`config.mk`:
```
export PLATFORM = sky130hd
export DESIGN_NAME = accumulator_misc_alu_top
export DESIGN_NICKNAME = d
export VERILOG_FILES = /design/src/hdl/accalu_pkg.sv /design/src/hdl/accalu_flag_unit.sv /design/src/hdl/accalu_top_dummy_guard.sv /design/src/hdl/accumulator_misc_alu_top.sv
export SDC_FILE = /design/constraint.sdc
export NUM_CORES = 1
export LEC_CHECK = 0
export BUFFER_PORTS_ARGS = -buffer_cell sky130_fd_sc_hd__buf_4
export CAP_MARGIN = 20
export CORE_MARGIN = 2
export CORE_UTILIZATION = 30
export DETAILED_ROUTE_END_ITERATION = 10
export SETUP_SLACK_MARGIN = 0.02
export SLEW_MARGIN = 10
export SYNTH_ARGS = -nofsm -noshare
export SYNTH_HDL_FRONTEND = slang
export SYNTH_SLANG_ARGS = --single-unit
```
`constraint.sdc`:
```
create_clock -name clock -period 33.8 [get_ports clock]
set_input_delay 6.76 -clock clock [delete_from_list [all_inputs] [get_ports clock]]
set_output_delay 6.76 -clock clock [all_outputs]
set_load 0.02 [all_outputs]
```
`src/hdl/accalu_pkg.sv`:
```
// Shared types, operation codes and flag positions for the accumulator ALU.
// Also holds the restoring-divide step function used by every divide stage.
// No dependencies.
package accalu_pkg;

   localparam logic [2:0] MODE_DAA = 3'd0;
   localparam logic [2:0] MODE_CPL = 3'd1;
   localparam logic [2:0] MODE_NEG = 3'd2;
   localparam logic [2:0] MODE_CCF = 3'd3;
   localparam logic [2:0] MODE_SCF = 3'd4;
   localparam logic [2:0] MODE_RCF = 3'd5;
   localparam logic [2:0] MODE_MUL = 3'd6;
   localparam logic [2:0] MODE_DIV = 3'd7;

   // flag byte: S Z I H X V N C from bit 7 down
   localparam int FLAG_S = 7;
   localparam int FLAG_Z = 6;
   localparam int FLAG_H = 4;
   localparam int FLAG_X = 3;
   localparam int FLAG_V = 2;
   localparam int FLAG_N = 1;
   localparam int FLAG_C = 0;

   localparam int DIV_STEPS_PER_STAGE = 4;

   typedef struct packed {
      logic [2:0]  mode;
      logic [7:0]  acc;
      logic [7:0]  flg;
      logic [15:0] pair;   // product for mul, original HL otherwise
      logic [7:0]  dvs;
      logic [7:0]  rem;
      logic [15:0] quo;    // dividend shifts out, quotient shifts in
   } stage_type;

   // Four restoring-divide steps on the partial remainder.
   function automatic stage_type div_steps(stage_type s);
      stage_type   r;
      logic [8:0]  t;
      logic        qbit;
      r = s;
      for (int i = 0; i < DIV_STEPS_PER_STAGE; i++) begin
         t = {r.rem, r.quo[15]};
         if (t >= {1'b0, r.dvs}) begin
            r.rem = 8'(t - {1'b0, r.dvs});
            qbit  = 1'b1;
         end else begin
            r.rem = t[7:0];
            qbit  = 1'b0;
         end
         r.quo = {r.quo[14:0], qbit};
      end
      return r;
   endfunction

endpackage

```
`src/hdl/accalu_flag_unit.sv`:
```
// Accumulator and flag result for the single-byte operations (daa, cpl, neg,
// ccf, scf, rcf). Mul and div pass A and F through. Uses accalu_pkg.
module accalu_flag_unit
   import accalu_pkg::*;
(
   input  logic [2:0] mode,
   input  logic [7:0] acc_in,
   input  logic [7:0] flags_in,
   output logic [7:0] acc_res,
   output logic [7:0] flags_res
);

   always_comb begin
      logic [7:0] a;
      logic [7:0] f;
      logic [8:0] sum;
      a = acc_in;
      f = flags_in;
      sum = '0;
      unique case (mode) inside
         MODE_DAA: begin
            if (a[3:0] > 4'd9 || f[FLAG_H]) begin
               f[FLAG_H] = (a[3:0] > 4'd9);
               sum = {1'b0, a} + 9'h006;
               f[FLAG_C] = sum[8];
               f[FLAG_X] = sum[8];
               a = sum[7:0];
            end
            if (a[7:4] > 4'd9 || f[FLAG_C]) begin
               sum = {1'b0, a} + 9'h060;
               f[FLAG_C] = sum[8];
               a = sum[7:0];
            end
         end
         MODE_CPL: begin
            a = ~a;
            f[FLAG_H] = 1'b1;
            f[FLAG_N] = 1'b1;
         end
         MODE_NEG: begin
            f[FLAG_N] = 1'b1;
            f[FLAG_V] = (a == 8'h80);
            f[FLAG_C] = (a != 8'h00);
            if (a != 8'h00) begin
               f[FLAG_X] = 1'b1;
            end
            f[FLAG_H] = (a[3:0] == 4'h0);
            a = 8'(8'h00 - a);
            f[FLAG_S] = a[7];
            f[FLAG_Z] = (a == 8'h00);
         end
         MODE_CCF: begin
            f[FLAG_C] = ~f[FLAG_C];
            f[FLAG_X] = ~f[FLAG_X];
            f[FLAG_N] = 1'b0;
         end
         MODE_SCF: begin
            f[FLAG_C] = 1'b1;
            f[FLAG_X] = 1'b1;
            f[FLAG_N] = 1'b0;
            f[FLAG_H] = 1'b0;
         end
         MODE_RCF: begin
            f[FLAG_C] = 1'b0;
            f[FLAG_X] = 1'b0;
            f[FLAG_N] = 1'b0;
            f[FLAG_H] = 1'b0;
         end
         MODE_MUL, MODE_DIV: begin
            a = acc_in;
         end
         default: begin
            a = acc_in;
         end
      endcase
      acc_res   = a;
      flags_res = f;
   end

endmodule

```
`src/hdl/accalu_top_dummy_guard.sv`:
```
// Output stage helper: finishes the divide (last four steps) and forms the
// final HL pair and flags for mul and div. Uses accalu_pkg.
module accalu_finish
   import accalu_pkg::*;
(
   input  stage_type   stg,
   output logic [7:0]  flags_res,
   output logic [15:0] pair_res
);

   always_comb begin
      stage_type d;
      d = div_steps(stg);
      flags_res = stg.flg;
      pair_res  = stg.pair;
      if (stg.mode == MODE_DIV) begin
         flags_res[FLAG_V] = 1'b0;
         if (stg.dvs == 8'h00) begin
            flags_res[FLAG_V] = 1'b1;
         end else if (d.quo[15:8] != 8'h00) begin
            flags_res[FLAG_V] = 1'b1;
            pair_res = {d.rem, stg.pair[7:0]};
         end else begin
            pair_res = {d.rem, d.quo[7:0]};
         end
      end
   end

endmodule

```
`src/hdl/accumulator_misc_alu_top.sv`:
```
// Accumulator/flag execution unit: daa, cpl, neg, ccf, scf, rcf, mul, div.
// Requests pass through s1, s2, s3 and the output register; throughput one
// request per cycle when not stalled. The 16/8 divide runs four restoring
// steps per stage over four stages, which sets the pipeline depth. All stages
// advance together when the output register is empty or being taken.
// Reset (synchronous, active high) clears the stage valid bits only.
module accumulator_misc_alu_top
   import accalu_pkg::*;
(
   input  logic        clock,
   input  logic        reset,
   input  logic        req_valid,
   output logic        req_ready,
   input  logic [2:0]  req_mode,
   input  logic [7:0]  req_acc_in,
   input  logic [7:0]  req_flags_in,
   input  logic [15:0] req_pair_in,
   input  logic [7:0]  req_operand,
   output logic        rsp_valid,
   input  logic        rsp_ready,
   output logic [7:0]  rsp_acc_out,
   output logic [7:0]  rsp_flags_out,
   output logic [15:0] rsp_pair_out
);

   logic        adv;
   logic [7:0]  acc_res;
   logic [7:0]  flg_res;
   logic [15:0] prod;
   stage_type   entry;
   stage_type   s1_ff, s1_in;
   stage_type   s2_ff, s2_in;
   stage_type   s3_ff, s3_in;
   logic        v1_ff, v2_ff, v3_ff, vo_ff;
   logic [7:0]  fin_flags;
   logic [15:0] fin_pair;
   logic [7:0]  acc_out_ff;
   logic [7:0]  flags_out_ff;
   logic [15:0] pair_out_ff;

   assign adv       = !vo_ff || rsp_ready;
   assign req_ready = adv;

   accalu_flag_unit u_flag (
      .mode      (req_mode),
      .acc_in    (req_acc_in),
      .flags_in  (req_flags_in),
      .acc_res   (acc_res),
      .flags_res (flg_res)
   );

   assign prod = req_pair_in[7:0] * req_operand;

   always_comb begin
      entry.mode = req_mode;
      entry.acc  = acc_res;
      entry.flg  = flg_res;
      entry.pair = (req_mode == MODE_MUL) ? prod : req_pair_in;
      entry.dvs  = req_operand;
      entry.rem  = 8'h00;
      entry.quo  = req_pair_in;
   end

   assign s1_in = div_steps(entry);
   assign s2_in = div_steps(s1_ff);
   assign s3_in = div_steps(s2_ff);

   accalu_finish u_finish (
      .stg       (s3_ff),
      .flags_res (fin_flags),
      .pair_res  (fin_pair)
   );

   always_ff @(posedge clock) begin
      if (reset) begin
         v1_ff <= 1'b0;
         v2_ff <= 1'b0;
         v3_ff <= 1'b0;
         vo_ff <= 1'b0;
      end else if (adv) begin
         v1_ff <= req_valid;
         v2_ff <= v1_ff;
         v3_ff <= v2_ff;
         vo_ff <= v3_ff;
      end
   end

   always_ff @(posedge clock) begin
      if (adv) begin
         s1_ff        <= s1_in;
         s2_ff        <= s2_in;
         s3_ff        <= s3_in;
         acc_out_ff   <= s3_ff.acc;
         flags_out_ff <= fin_flags;
         pair_out_ff  <= fin_pair;
      end
   end

   assign rsp_valid     = vo_ff;
   assign rsp_acc_out   = acc_out_ff;
   assign rsp_flags_out = flags_out_ff;
   assign rsp_pair_out  = pair_out_ff;

endmodule
```
**Yosys cells after proc, flatten, opt, wreduce, memory -nomap -nowiden**

Cells that the tools add are included.

- Reduce and logical (&&, ||, !) cells: 13
- $lt $le $gt $ge: 18
- Mux-type cells: 54
- $mul: 1
- Equality and inequality tests: 8
- Add/sub/neg operators: 19
- Bitwise operators: 3

Operator list:

| cell | count |
|---|---|
| $mux W8 | 20 |
| $ge A9 B8 Y1 | 15 |
| $sub A8 B8 Y8 | 15 |
| $mux W16 | 3 |
| $mux W1 | 24 |
| $pmux W8 S3 | 1 |
| $logic_not A8 Y1 | 2 |
| $mul A8 B8 Y16 | 1 |
| $reduce_bool A8 Y1 | 2 |
| $eq A3 B3 Y1 const B | 4 |
| $pmux W1 S5 | 2 |
| $add A8 B3 Y9 const B | 1 |
| $add A8 B7 Y9 const B | 1 |
| $eq A8 B8 Y1 const B | 1 |
| $ge A1 B8 Y1 | 1 |
| $gt A4 B4 Y1 const B | 2 |
| $not A8 Y8 | 1 |
| $sub A1 B8 Y8 | 1 |
| $sub A1 B8 Y8 const A | 1 |
| $eq A3 B2 Y1 const B | 2 |
| $logic_not A4 Y1 | 1 |
| $mux W2 | 2 |
| $pmux W1 S4 | 1 |
| $reduce_or A2 Y1 | 2 |
| 7 further kinds | 10 |

- Output and inout port bits: 34
- Bits in registers: 237
- Logic and storage cells: 144

**Logic depth before layout (Yosys ltp)**

Gate-level depths: netlist of the first run.

- Word-level depth: 11
- Mapped depth: 43
- Gate-level depth less buffers: 41

**Modules after synthesis**

From an unflattened synthesis of the first run, not the netlist that was laid out.

- Cell total of the unflattened synthesis: 1633
- Area total of the unflattened synthesis: 17578.1 µm²

Modules (own cells, without submodules):

| module | seq. area each (µm²) | area each (µm²) | instances | cells each |
|---|---|---|---|---|
| accumulator_misc_alu_top | 7076.8 | 14306.2 | 1 | 1174 |
| accalu_finish | 0.0 | 2249.7 | 1 | 297 |
| accalu_flag_unit | 0.0 | 1022.2 | 1 | 162 |

**Worst setup path before layout of the first run**

Ideal clock, no wire load.

- Path kind: input port to output port
- Start: input port rsp_ready
- End: output port req_ready
- Required time: 27040 ps
- Arrival time: 13463 ps
- Cell stages on the path: 2
- Setup slack: 13577 ps
- Path through: nand2b_1 -> clkbuf_1

- Word-level cells in the longest chain between the ends: 1

RTL lines:

| item | line | source |
|---|---|---|
| start, declared | accumulator_misc_alu_top.sv:20 | `input logic rsp_ready,` |
| $logic_or A1 B1 Y1 | accumulator_misc_alu_top.sv:41 | `assign adv = !vo_ff \|\| rsp_ready;` |
| end, declared | accumulator_misc_alu_top.sv:13 | `output logic req_ready,` |

No other way between the ends.

==> results.py, run 1 <==
metrics = {
    "worst_setup_path": {
        "path_class": "input port to register",
        "cp.required_ps": 34090,
        "critPathLaunchType": "input port",
        "critPathMaxStageDelay_ps": 500,
        "r2r-end": "s2_ff[23]$_DFFE_PP_",
        "cp_max_fo": 13,
        "critPathSlowestCell": "a221o_1",
        "reg2reg_depth": 39,
        "worstPathArrival_ps": 15240,
        "cp-end-kind": "register",
        "rrSetupSlack_ps": 22980,
        "r2r-start": "s1_ff[25]$_DFFE_PP_",
        "cpMostUsedCell": "o21ai_0",
    },
    "timing": {
        "fmax_mhz": 66.90,
        "final-setup-viol-count": 0,
        "setup-tns-final_ps": 0,
        "period_needed_ps": 14950,
        "drv_slew": 0,
        "tightestPinTransition_ps": 983.1,
        "fin_ws_ps": 18850,
        "skew_ps": 12.65,
        "rsz0062_at_grt": "false",
        "slew_headroom_pct": 34.46,
        "finalCritPeriodShare_pct": 44.23,
        "hold_viol": 0,
    },
    "cells_and_area": {
        "fill_cells": 5438,
        "final_area_sq_um": 19100,
        "synthToLayoutAreaGrowth_pct": 13.93,
        "antennaDiodeCount": 0,
        "drive_gt1_share_pct": 13.88,
        "final_common_cell": "edfxtp_1",
        "fin_nets": 1875,
        "mostFrequentLayoutCells": "edfxtp_1 (233), ha_1 (163), inv_1 (157)",
    },
    "yosys": {
        "synth_mux_area_share_pct": 6.226,
        "syn_nets": 1798,
        "synth_seq_cells": 237,
        "ys.warnings.count": 0,
        "syn_area_per_cell_sq_um": 10.91,
        "synth_edf_count": 233,
        "synth_compound_area_share_pct": 12.53,
        "ys_seq_area_share_pct": 42.22,
        "yosys-top-cells-area": "edfxtp_1 (42%), ha_1 (12%), fa_1 (6.1%), mux2_2 (4.2%), inv_1 (3.5%)",
        "synthAdderAreaFrac_pct": 18.26,
        "synthXorXnorAreaFrac_pct": 4.442,
        "synth-simple-area-share_pct": 11.57,
        "synthFlopType": "edfxtp_1",
        "synth_top_family_by_area": "adder cells",
        "yosysTopAreaCell": "edfxtp_1",
        "synth.distinct_cells": 86,
        "synth_cells": 1537,
        "synth.top_cell.area_share_pct": 41.74,
        "synth_area_sq_um": 16760,
        "async_flop_share_pct": 0,
    },
    "die": {
        "fp.dieH_um": 240.4,
        "dieArea_sq_um": 57780,
        "row_count": 86,
        "initial_utilization_pct": 30.36,
        "num_io_pins": 81,
        "dieWidth_um": 240.4,
        "coreArea_sq_um": 55200,
    },
    "clock_tree": {
        "htree_levels": 1,
        "cts_tree": "yes",
        "cts_hold_buf": 0,
        "clockBufferDepth": 3,
        "post-cts-setup-buffers": 0,
        "cts_sinks": 237,
        "cts_resized": 0,
        "cts_buffers": 27,
        "insertion_delay_ps": 550,
        "clk_pin_slew_worst_paths_ps": 60,
        "cts-root-buf": "clkbuf_16",
    },
    "job": {
        "maxCapViolCount": 0,
    },
    "placed_design": {
        "dp_slack_ps": 18340,
        "hpwl_mm": 30.05,
        "gp_congestion": 0.8797,
        "post_dp_cell_area_sq_um": 18160,
        "portBuffers": 80,
    },
    "routing": {
        "totalWireLength_mm": 39.39,
        "drc_errors": 0,
        "num_vias": 11590,
        "ant_nets": 0,
        "avgViaCountPerCell": 4.865,
        "firstDrtPassIters": 5,
        "avgRoutedWirePerCell_um": 16.53,
        "drt_iter0_markers": 716,
    },
    "status": {
        "outcome": "completed",
    },
    "worst_hold_path": {
        "hp-class": "register to register",
        "min_from": "s1_ff[6]$_DFFE_PP_",
        "min_delay_path_depth": 0,
        "hold_end": "s2_ff[10]$_DFFE_PP_",
    },
    "grt": {
        "grt_pass1_wl_mm": 62.87,
        "antenna_found_initial": 1,
        "grt-ovfl-total": 0,
        "grt_max_degree": 179,
        "grtUsageTotal_pct": 13.83,
        "grt_pass1_vias": 11500,
    },
}
## cells by family after synthesis
logic type      Yosys count
compound gates          317
xor+xnor                 85
fa+ha+maj               214
buf+inv                 196
flops                   237
mux                      93
simple gates            395
## critical path, delay by kind of cell
family | cells | cell delay [ps]
and+or+nand+nor | 7 | 1260
AOI/OAI and AO/OA | 20 | 4650
buffers and inverters | 2 | 250
adders and majority gates | 4 | 1160
muxes | 3 | 1160
## layer usage
layer	up-vias	GRT usage (%)	share of wire (%)
met1	5570	18.27	45
met5	-	0	0
met4	0	3.670	2.1
met2	254	23.99	49
li1	5715	-	-
met3	55	1.515	3.7
## worst max-delay path by stage
stage	startpoint	to	slack [ps]
after floorplan	rsp_ready	req_ready	13580
after global placement	req_operand[0]	s1_ff[18]$_DFFE_PP_	18410
after detailed placement	req_operand[0]	s1_ff[21]$_DFFE_PP_	18340
after CTS	req_operand[0]	s1_ff[21]$_DFFE_PP_	18900
after global routing	req_operand[0]	s1_ff[21]$_DFFE_PP_	17880
final	req_operand[0]	s1_ff[21]$_DFFE_PP_	18850
## stage by stage
| stage | instances | hold WS (ps) | utilization [%] |
|---|---|---|---|
| global placement | 2333 | 400.3 | 32.90 |
| finish | 2383 | 406.8 | 34.59 |
| CTS | 2383 | 407.3 | 34.59 |
| global route | 2383 | 417.1 | 34.59 |
| floorplan | 1537 | 400.3 | - |
| detailed placement | 2333 | 404.5 | 32.90 |
## layout make-up
class                      count  area [sq um]  area share [%]
clock inverter                20         250.2           1.310
timing repair buffer          86         658.1           3.446
tap                          748         935.9           4.901
inverter                     158         593.1           3.106
clock buffer                  30         686.9           3.597
sequential                   237          7077           37.06
multi-input combinational   1104          8895           46.58
## cell usage after synthesis, types with 29 or more instances
library cell,count
edfxtp_1,233
ha_1,163
inv_1,157
nand2_1,123
o21ai_0,89
nor2_1,85
a21oi_1,77
mux2_2,62
xnor2_1,60
fa_1,51
and2_1,30
nor2b_1,29
## state kept, by name, indices dropped and copies added (netlist names)
register	count
v3_ff	1
s1_ff	67
rsp_pair_out	16
rsp_valid	1
v2_ff	1
v1_ff	1
rsp_acc_out	8
rsp_flags_out	8
s3_ff	67
s2_ff	67
Power of run 1 is left out: the tool's default activity adds up to more than one toggle a clock period on the data nets, which glitch-free logic cannot reach.
==> run 2, diff against run 1 <==
==> constraint.sdc (replaced) <==
create_clock -name clock -period 12.7 [get_ports clock]
set_input_delay 2.54 -clock clock [delete_from_list [all_inputs] [get_ports clock]]
set_output_delay 2.54 -clock clock [all_outputs]
set_load 0.02 [all_outputs]
==> results.py, run 2 (synthesized netlist as in run 1, its figures left out) <==
metrics = {
    "routing": {
        "drc_errors": 0,
        "num_vias": 11610,
        "ant_nets": 0,
        "firstDrtPassIters": 5,
        "avgViaCountPerCell": 4.873,
        "drt_iter0_markers": 645,
        "totalWireLength_mm": 39.41,
        "avgRoutedWirePerCell_um": 16.55,
    },
    "cells_and_area": {
        "fin_nets": 1876,
        "drive_gt1_share_pct": 13.59,
        "final_common_cell": "edfxtp_1",
        "synthToLayoutAreaGrowth_pct": 13.21,
        "antennaDiodeCount": 0,
        "fill_cells": 5491,
        "mostFrequentLayoutCells": "edfxtp_1 (233), ha_1 (163), inv_1 (157)",
        "biggestRegsByFlops": "s1_ff: 67 flops, s2_ff: 67 flops, s3_ff: 67 flops",
    },
    "die": {
        "fp.dieH_um": 240.4,
        "row_count": 86,
        "num_io_pins": 81,
        "coreArea_sq_um": 55200,
        "dieArea_sq_um": 57780,
        "dieWidth_um": 240.4,
        "initial_utilization_pct": 30.36,
    },
    "grt": {
        "grt_max_degree": 81,
        "met2_usage_pct": 23.38,
        "grtUsageTotal_pct": 13.85,
        "grt_util_met3_pct": 1.688,
        "grt_use_met1_pct": 18.17,
        "antenna_found_initial": 0,
        "grt_pass1_wl_mm": 63.11,
        "grt_pass1_vias": 11610,
        "top_usage_layer": "met2",
        "grt-ovfl-total": 0,
    },
    "timing": {
        "tightestPinTransition_ps": 979.5,
        "skew_ps": 11.73,
        "rsz0062_at_grt": "false",
        "hold_viol": 0,
        "drv_slew": 0,
        "period_needed_ps": 10700,
        "fmax_mhz": 93.43,
        "final-setup-viol-count": 0,
        "finalCritPeriodShare_pct": 84.27,
        "slew_headroom_pct": 34.54,
        "setup-tns-final_ps": 0,
    },
    "clock_tree": {
        "clk_pin_slew_worst_paths_ps": 60,
        "cts_sinks": 237,
        "htree_levels": 1,
        "cts_buffers": 27,
        "cts-root-buf": "clkbuf_16",
        "insertion_delay_ps": 550,
        "cts_resized": 0,
        "cts_tree": "yes",
        "cts_hold_buf": 0,
        "clockBufferDepth": 3,
        "post-cts-setup-buffers": 0,
    },
    "worst_setup_path": {
        "critPathLaunchType": "input port",
        "path_class": "input port to register",
        "cp.required_ps": 12990,
        "cpMostUsedCell": "o21ai_0",
        "rrSetupSlack_ps": 2430,
        "worstPathArrival_ps": 11000,
        "critPathMaxStageDelay_ps": 510,
        "cp-end-kind": "register",
        "critPathSlowestCell": "a221o_1",
        "cp_max_fo": 13,
    },
    "placed_design": {
        "portBuffers": 80,
        "hpwl_mm": 30.49,
        "gp_congestion": 0.8922,
    },
    "status": {
        "outcome": "completed",
    },
    "worst_hold_path": {
        "hp-class": "register to register",
    },
    "job": {
        "maxCapViolCount": 0,
    },
}
## run 2: metrics by stage
stage / worst slack [ps] / instances / instance area (sq um) / util [%] / hold WS, ps
after floorplan: 917.3 / 1537 / 16760 / - / 400.3
final: 1997 / 2382 / 18970 / 34.37 / 414.6
after CTS: 2019 / 2382 / 18970 / 34.37 / 413.2
after global routing: 1215 / 2382 / 18970 / 34.37 / 420.7
after detailed placement: 1451 / 2334 / 18150 / 32.89 / 404.5
after global placement: 1644 / 2334 / 18150 / 32.89 / 400.4
## run 2: layout make-up
type | count | area [sq um] | area share (%)
multi-input cells | 1104 | 8895 | 46.88
flip-flops and latches | 237 | 7077 | 37.30
well taps | 748 | 935.9 | 4.932
clock buffers | 35 | 705.7 | 3.719
repair buffers | 87 | 653.1 | 3.442
inverters | 158 | 593.1 | 3.126
clock inverters | 13 | 115.1 | 0.6067
## run 2: metal layers
metal | wire, um | share of wire [%] | up-vias
li1 | - | - | 5721
met1 | 17480 | 44 | 5585
met2 | 19140 | 49 | 222
met3 | 1480 | 3.8 | 79
met4 | 1313 | 3.3 | 0
met5 | 0 | 0 | -
## run 2: worst paths after layout
check	end	cells after the start	start
hold reg to reg	s3_ff[13]$_DFFE_PP_	0	s2_ff[9]$_DFFE_PP_
hold / removal	s3_ff[13]$_DFFE_PP_	0	s2_ff[9]$_DFFE_PP_
setup / recovery	s1_ff[19]$_DFFE_PP_	36	req_operand[0]
setup reg to reg	s2_ff[23]$_DFFE_PP_	39	s1_ff[25]$_DFFE_PP_
## run 2: critical path, delay by kind of cell
| family | cells | cell delay [ps] |
|---|---|---|
| AO/OA/AOI/OAI | 20 | 4640 |
| adder cells (fa/ha/maj) | 4 | 1160 |
| buffers and inverters | 2 | 250 |
| multiplexers | 3 | 1160 |
| AND/OR/NAND/NOR | 7 | 1240 |
Power of run 2 is left out for the same reason.
